## config.mk

```make
export PLATFORM = sky130hd
export DESIGN_NAME = sliding_window_extreme_top
export DESIGN_NICKNAME = d
export VERILOG_FILES = /design/src/sv/swe_pkg.sv /design/src/sv/swe_cell.sv /design/src/sv/sliding_window_extreme_top.sv
export SDC_FILE = /design/constraint.sdc
export NUM_CORES = 2
export LEC_CHECK = 0
export BUFFER_PORTS_ARGS = -buffer_cell sky130_fd_sc_hd__clkbuf_2
export CAP_MARGIN = 20
export CORE_ASPECT_RATIO = 1.1
export CORE_MARGIN = 3
export CORE_UTILIZATION = 60
export CTS_CLUSTER_SIZE = 12
export DETAILED_ROUTE_END_ITERATION = 12
export PLACE_DENSITY = 0.76
export REMOVE_ABC_BUFFERS = 1
export SLEW_MARGIN = 10
export SYNTH_ARGS = -nofsm -noshare
export SYNTH_HDL_FRONTEND = slang
export SYNTH_HIERARCHICAL = 1
export SYNTH_SLANG_ARGS = --single-unit
```

## constraint.sdc

```tcl
create_clock -name i_clk -period 29.8 [get_ports i_clk]
set_clock_uncertainty 0.2 [all_clocks]
set_input_delay 0 -clock i_clk [delete_from_list [all_inputs] [get_ports i_clk]]
set_output_delay 0 -clock i_clk [all_outputs]
set_load 0.01 [all_outputs]
```

## src/sv/swe_pkg.sv

```systemverilog
// Shared types and constants for the sliding-window extreme block.
// No dependencies; imported by swe_cell and sliding_window_extreme_top.
package swe_pkg;

    // Width of the window length register
    localparam int WINDOW_LEN_W = 7;
    // Width of the configuration data and index
    localparam int CFG_DATA_W = 7;
    localparam int CFG_IDX_W  = 1;

    // Configuration register indexes
    typedef enum logic [CFG_IDX_W-1:0] {
        CFG_WINDOW_LEN = 1'b0,
        CFG_SELECT_MIN = 1'b1
    } t_cfg_idx;

    // Tracking mode: window maximum or window minimum
    typedef enum logic {
        MODE_MAX = 1'b0,
        MODE_MIN = 1'b1
    } t_mode;

endpackage

```

## src/sv/swe_cell.sv

```systemverilog
// One cell of the candidate chain: holds one sample and its alive flag.
// Cell IDX holds the sample of age IDX. Depends on swe_pkg.
module swe_cell
    import swe_pkg::*;
#(
    parameter int SAMPLE_WIDTH = 16,
    parameter int KW           = 7,
    parameter int IDX          = 0
) (
    input  logic                           i_clk,
    input  logic                           i_rst_n,
    input  logic                           i_shift,
    input  logic                           i_restart,
    input  t_mode                          i_mode,
    input  logic        [KW-1:0]           i_k,
    input  logic signed [SAMPLE_WIDTH-1:0] i_sample,
    // link from the younger neighbour
    input  logic signed [SAMPLE_WIDTH-1:0] i_prev_value,
    input  logic                           i_prev_alive,
    input  logic                           i_run,
    // link to the older neighbour
    output logic signed [SAMPLE_WIDTH-1:0] o_value,
    output logic                           o_keep,
    output logic                           o_run,
    // front selection, passed from older to younger
    input  logic                           i_older,
    input  logic signed [SAMPLE_WIDTH-1:0] i_sel,
    output logic                           o_older,
    output logic signed [SAMPLE_WIDTH-1:0] o_sel
);

    // Age this entry reaches once the next sample arrives
    localparam logic [KW-1:0] AGE_NEXT = KW'(IDX + 1);

    logic signed [SAMPLE_WIDTH-1:0] r_value;
    logic                           r_alive;

    logic w_expired;
    logic w_alive_eff;
    logic w_beaten;

    // Drop on restart or once the entry leaves the window
    assign w_expired   = (AGE_NEXT >= i_k);
    assign w_alive_eff = r_alive & ~i_restart & ~w_expired;

    // The new sample beats this entry
    assign w_beaten = (i_mode == MODE_MIN) ? (r_value > i_sample) : (r_value < i_sample);

    // Pop run from the back: continues through dead entries and beaten ones
    assign o_run   = i_run & (~w_alive_eff | w_beaten);
    assign o_keep  = w_alive_eff & ~o_run;
    assign o_value = r_value;

    // Front is the oldest alive entry
    assign o_older = i_older | r_alive;
    assign o_sel   = (r_alive && !i_older) ? r_value : i_sel;

    // Advance the chain by one on each transaction
    always_ff @(posedge i_clk) begin
        if (!i_rst_n) begin
            r_alive <= 1'b0;
        end else if (i_shift) begin
            r_alive <= i_prev_alive;
        end
    end

    // Sample payload, no reset
    always_ff @(posedge i_clk) begin
        if (i_shift) begin
            r_value <= i_prev_value;
        end
    end

endmodule

```

## src/sv/sliding_window_extreme_top.sv

```systemverilog
// Sliding-window maximum or minimum over a stream of signed samples.
// The block takes one sample per clock cycle, without stalling on its own: a chain of
// WINDOW_MAX cells shifts by one per sample, so cell i holds the sample of age i, and
// entries that leave the window or are beaten by the new sample are dropped in the same
// cycle through a pop run that ripples across the cells. A due result waits in r_pend
// once the sample is taken; the front value of the updated chain is then loaded into
// the output register once the result channel can take it. Write window_len and
// select_min only while no transaction is in flight. Depends on swe_pkg and swe_cell.
module sliding_window_extreme_top
    import swe_pkg::*;
#(
    parameter int WINDOW_MAX   = 64,
    parameter int SAMPLE_WIDTH = 16
) (
    input  logic                           i_clk,
    input  logic                           i_rst_n,
    // configuration write port
    input  logic                           i_cfg_we,
    input  logic        [CFG_IDX_W-1:0]    i_cfg_idx,
    input  logic        [CFG_DATA_W-1:0]   i_cfg_data,
    // sample channel
    input  logic                           i_valid,
    output logic                           o_ready,
    input  logic signed [SAMPLE_WIDTH-1:0] i_sample,
    input  logic                           i_restart,
    // result channel
    output logic                           o_valid,
    input  logic                           i_ready,
    output logic signed [SAMPLE_WIDTH-1:0] o_extreme
);

    localparam int CNT_W = $clog2(WINDOW_MAX + 1);
    localparam int KW    = (CNT_W > WINDOW_LEN_W) ? CNT_W : WINDOW_LEN_W;
    localparam logic [KW-1:0] K_MAX = KW'(WINDOW_MAX);

    logic [WINDOW_LEN_W-1:0] r_window_len;
    t_mode                   r_mode;
    logic [KW-1:0]           r_seen;
    logic [KW-1:0]           n_seen;
    logic                    r_pend;
    logic                    r_out_valid;
    logic signed [SAMPLE_WIDTH-1:0] r_extreme;

    logic [KW-1:0] w_len;
    logic [KW-1:0] w_k;
    logic [KW-1:0] w_seen_base;
    logic          w_accept;
    logic          w_load_ok;
    logic          w_load;
    logic          w_hit;

    // chain links; index j feeds cell j
    logic signed [SAMPLE_WIDTH-1:0] w_val   [0:WINDOW_MAX];
    logic                           w_keep  [0:WINDOW_MAX];
    logic                           w_run   [0:WINDOW_MAX];
    // front selection; cell j reads index j+1 and drives index j
    logic                           w_older [0:WINDOW_MAX];
    logic signed [SAMPLE_WIDTH-1:0] w_sel   [0:WINDOW_MAX];

    // Clamp the window length to 1..WINDOW_MAX
    assign w_len = KW'(r_window_len);
    always_comb begin
        priority if (w_len == '0) begin
            w_k = KW'(1);
        end else if (w_len > K_MAX) begin
            w_k = K_MAX;
        end else begin
            w_k = w_len;
        end
    end

    // Handshake: take a sample unless a pending result cannot move on
    assign w_load_ok = ~r_out_valid | i_ready;
    assign w_load    = r_pend & w_load_ok;
    assign o_ready   = ~r_pend | w_load_ok;
    assign w_accept  = i_valid & o_ready;

    // Count samples since restart, saturating at WINDOW_MAX
    assign w_seen_base = i_restart ? '0 : r_seen;
    assign n_seen      = (w_seen_base == K_MAX) ? w_seen_base : w_seen_base + KW'(1);
    assign w_hit       = (n_seen >= w_k);

    // Feed the new sample into the young end of the chain
    assign w_val[0]  = i_sample;
    assign w_keep[0] = 1'b1;
    assign w_run[0]  = 1'b1;

    // Nothing is older than the last cell
    assign w_older[WINDOW_MAX] = 1'b0;
    assign w_sel[WINDOW_MAX]   = '0;

    for (genvar g = 0; g < WINDOW_MAX; g++) begin : g_cell
        swe_cell #(
            .SAMPLE_WIDTH (SAMPLE_WIDTH),
            .KW           (KW),
            .IDX          (g)
        ) u_cell (
            .i_clk        (i_clk),
            .i_rst_n      (i_rst_n),
            .i_shift      (w_accept),
            .i_restart    (i_restart),
            .i_mode       (r_mode),
            .i_k          (w_k),
            .i_sample     (i_sample),
            .i_prev_value (w_val[g]),
            .i_prev_alive (w_keep[g]),
            .i_run        (w_run[g]),
            .o_value      (w_val[g+1]),
            .o_keep       (w_keep[g+1]),
            .o_run        (w_run[g+1]),
            .i_older      (w_older[g+1]),
            .i_sel        (w_sel[g+1]),
            .o_older      (w_older[g]),
            .o_sel        (w_sel[g])
        );
    end

    // Hold configuration registers
    always_ff @(posedge i_clk) begin
        if (!i_rst_n) begin
            r_window_len <= WINDOW_LEN_W'(1);
            r_mode       <= MODE_MAX;
        end else if (i_cfg_we) begin
            unique case (t_cfg_idx'(i_cfg_idx))
                CFG_WINDOW_LEN: r_window_len <= i_cfg_data[WINDOW_LEN_W-1:0];
                CFG_SELECT_MIN: r_mode       <= t_mode'(i_cfg_data[0]);
                default:        r_mode       <= r_mode;
            endcase
        end
    end

    // Track sample count and a result owed from the updated chain
    always_ff @(posedge i_clk) begin
        if (!i_rst_n) begin
            r_seen <= '0;
            r_pend <= 1'b0;
        end else begin
            if (w_accept) begin
                r_seen <= n_seen;
                r_pend <= w_hit;
            end else if (w_load) begin
                r_pend <= 1'b0;
            end
        end
    end

    // Output register: load the chain front, drop once taken
    always_ff @(posedge i_clk) begin
        if (!i_rst_n) begin
            r_out_valid <= 1'b0;
        end else if (w_load) begin
            r_out_valid <= 1'b1;
        end else if (i_ready) begin
            r_out_valid <= 1'b0;
        end
    end

    always_ff @(posedge i_clk) begin
        if (w_load) begin
            r_extreme <= w_sel[0];
        end
    end

    assign o_valid   = r_out_valid;
    assign o_extreme = r_extreme;

endmodule
```

After elaboration in Yosys (flattened, before gate mapping):

Cells that the tools add are included.

* bits of input ports: 30
* output and inout bits: 18
* flip-flop bits (word level): 1121
* logic and storage cells: 1166

* equality and inequality tests: 1
* bitwise gates (word level): 573
* reductions and logical operators: 131
* order comparisons: 191
* muxes and demuxes: 135
* $add $sub $neg: 1

Operator list (count)
* $mux W16: 64
* $gt A16 B16 Y1: 63
* $lt A16 B16 Y1: 63
* $and A1 B1 Y1: 253
* $ge A6 B7 Y1 const A: 32
* $not A1 Y1: 193
* $or A1 B1 Y1: 127
* $ge A5 B7 Y1 const A: 16
* $mux W1: 67
* $logic_and A1 B1 Y1: 63
* $logic_not A1 Y1: 63
* $ge A4 B7 Y1 const A: 8
* $ge A3 B7 Y1 const A: 4
* $mux W7: 4
* $ge A2 B7 Y1 const A: 2
* $add A7 B1 Y7 const B: 1
* $eq A7 B7 Y1 const B: 1
* $ge A1 B7 Y1 const A: 1
* $ge A7 B7 Y1: 1
* $gt A7 B7 Y1 const B: 1
* $logic_not A7 Y1: 1
* $reduce_and A2 Y1: 2
* $reduce_bool A2 Y1: 2

Depth between registers and ports, before layout:

* word-level depth: 72
* mapped depth: 96
* mapped depth without buffers: 95

Least setup slack after synthesis:

No wires, ideal clock.

* path kind: flip-flop to flip-flop
* from: reg r_mode
* to: reg g_cell[63].u_cell.r_alive
* arrival: 26.611 ns
* buffers on the path: 0
* setup time: 0.189 ns
* setup slack: 2.800 ns
* period minus slack after synthesis: 27.000 ns
* stages on the path, launching flop included: 90
* data required time: 29.411 ns
* cells stage by stage: dfxtp_1 > nor2b_1 > nor3b_1 > o21ai_1 > and3_1 > o221a_1 > and3_1 > nor4bb_1 > o21a_1 > nor4bb_1 > and4bb_2 > o221a_1 > o21a_1 > inv_1 > nor4_2 > and3_1 > o221a_1 > nor4bb_1 > [54 not listed] > a31oi_1 > nor4bb_1 > a21boi_2 > o221a_1 > inv_1 > a2111oi_2 > nor4bb_1 > inv_1 > a2111oi_2 > nor4bb_1 > inv_1 > a2111oi_2 > inv_1 > nor4_1 > nor4bb_1 > a21oi_1 > mux2i_1 > nor2b_1

RTL lines
* from (decl): line sliding_window_extreme_top.sv:37 `t_mode r_mode;`
* from (signal assigned): line sliding_window_extreme_top.sv:126 `CFG_SELECT_MIN: r_mode <= t_mode'(i_cfg_data[0]);`
* from (signal assigned): line sliding_window_extreme_top.sv:127 `default: r_mode <= r_mode;`
* to (signal assigned): line swe_cell.sv:63 `r_alive <= i_prev_alive;`
* to (decl): line swe_cell.sv:36 `logic r_alive;`

==> metrics.txt <==
via count 61,462; TritonRoute pass-1 iters 5; Tcrit/Tclk final 93.28%; total gr overflow 0; final WL 222,800 um; Remaining DRCs 0; critical path launch point type flip-flop; synthesized area per cell 11.13 um^2; fin util 66.30%; CP Buf/Inv Count 26; WHS Path Cells 2; hold crit path type in -> reg; f_max 35.98 MHz; DRT iter0 DRCs 5,446; clk root buf clkbuf_16; Post-CTS Repair Setup Buffers 0; reg2reg end g_cell[62].u_cell/r_alive; All-Layer GR Usage 30.65%; Slew headroom 25.18%; Hold WS 76.70 ps; initial antenna violation count 6; Slew @ Worst Pin 1111 ps; die width 359.9 um; reg-to-reg startpoint r_window_len[6]; hold_sp i_sample[2]; Vias/cell 6.430; status complete, no violations; routed length per instance 23.31 um; hold worst-path end g_cell[0].u_cell/o_value[2]; Final Max Tran Viols 0; Syn-to-layout area delta 9.467%; CP required 30,260 ps; cells on worst reg2reg path 99; layout cell share with drive strength beyond 1 22.50%; Crit-path slowest cell or4_4; r2r setup slk 2000 ps; die height 395.2 um; Final Critical Period 27,800 ps; power per cell area 46.48 nW/um^2; Final nets 8,695; pin count of the biggest net entering global routing 128; TNS Setup 0 ps; I/O Pins 48; Max rail drop VDD 60.32 uV; max-cap viol count 0; GPL Wtd Cong 0.9242; CTS tree built; core area 136,500 um^2; Die ar. 142,200 um^2; Setup crit end kind flip-flop; ANT nets after route 0; synth warn 6; number of I/O port buffers 47; num rows 142; clock buffer depth 3; CP most frequent cell inv_1; CTS Sinks 1,121; Final WS setup 2004 ps; Fin. Hold Viols 0; RSZ-0062 raised after global routing no; CTS Buf Count 131; Final Setup Violations 0; CP Max Fanout 10; Initial Util 60.56%; Worst-Skew Late Latency 780 ps; Final Power 4.204 mW; gate count after technology mapping 7,423; Mapped Area 82,640 um^2; CP peak stage delay 540 ps; htree depth 4; FILL cells 10,261; leak pwr 37.71 nW; kind of critical path reg -> reg; crit path DAT 28,260 ps; global-route wire length before repair 345,900 um; HPWL after detailed placement 159,900 um; pre-CTS WS 738.1 ps; register clock-pin slew on the reported worst setup and hold paths 60 ps; crit-path leading delay family simple AND/OR/NAND/NOR gates; vias in the first global route 61,426
routing by layer:
metal	track usage [%]	wire, um	up-vias
met5	0	0	-
met4	13.46	9607	0
met3	4.583	14670	570
met2	51.92	107600	2283
met1	39.00	90930	30213
li1	-	-	28396
how the worst max path moves through the flow:
stage          slack [ps]  depth (start not counted)                   endpoint            start
2_1_floorplan        2900                         89  g_cell[62].u_cell/r_alive           r_mode
3_5_place_dp          740                        100  g_cell[62].u_cell/r_alive      i_sample[8]
6_report             2000                         99  g_cell[62].u_cell/r_alive  r_window_len[6]
3_3_place_gp         1320                        100  g_cell[62].u_cell/r_alive      i_sample[8]
4_1_cts               720                         99  g_cell[62].u_cell/r_alive  r_window_len[6]
5_1_grt                 6                         99  g_cell[62].u_cell/r_alive  r_window_len[6]
sequential cells by signal (all words and copies together) (netlist names):
register               flops
o_valid                    1
g_cell.u_cell/r_alive     64
g_cell.u_cell/o_value   1024
r_pend                     1
o_extreme                 16
r_window_len               7
r_mode                     1
r_seen                     7
placed cells by master (no fill, tap or decap), types with 93 or more instances in the layout:
| master | instances |
|---|---|
| inv_1 | 1134 |
| buf_4 | 130 |
| ha_1 | 1017 |
| nor4_1 | 181 |
| mux2_2 | 975 |
| nor2b_1 | 200 |
| clkbuf_16 | 135 |
| mux2i_1 | 112 |
| nand4_1 | 186 |
| nand3_1 | 166 |
| o211ai_1 | 93 |
| nor3_1 | 98 |
| nor2_1 | 95 |
| edfxtp_1 | 1040 |
| a21oi_1 | 428 |
| nand2_1 | 214 |
power breakdown:
| part | switching, mW | leakage, nW | internal, mW | total, mW |
|---|---|---|---|---|
| Sequential | 0.0741 | 10.8 | 1.82 | 1.90 |
| Combinational | 0.398 | 24.8 | 0.263 | 0.662 |
| Clock | 0.681 | 2.09 | 0.964 | 1.65 |
| Total | 1.15 | 37.7 | 3.05 | 4.20 |
metrics by stage:
step	cells	cell area, um^2
after global routing	9556	90460
after detailed placement	9256	85440
after CTS	9555	90340
after floorplan	7297	81990
final	9558	90460
after global placement	9256	85440
repair_timing:
action	in CTS	in global routing
setup endpoints to repair	0	6
endpoints found under the hold margin	225	0
hold buffers	59	0
resized for setup	0	17
cell type report:
type / count / area, um^2 / area share, %
Multi-Input combinational cell: 5035 / 45030 / 49.78
Sequential cell: 1121 / 32860 / 36.32
Inverter: 1141 / 4292 / 4.744
Clock buffer: 176 / 3602 / 3.982
Tap cell: 1800 / 2252 / 2.490
Timing Repair Buffer: 218 / 1712 / 1.892
Clock inverter: 64 / 708.2 / 0.7828
Antenna cell: 3 / 7.507 / 0.008299
No activity file was read; power rests on OpenSTA's default activity.
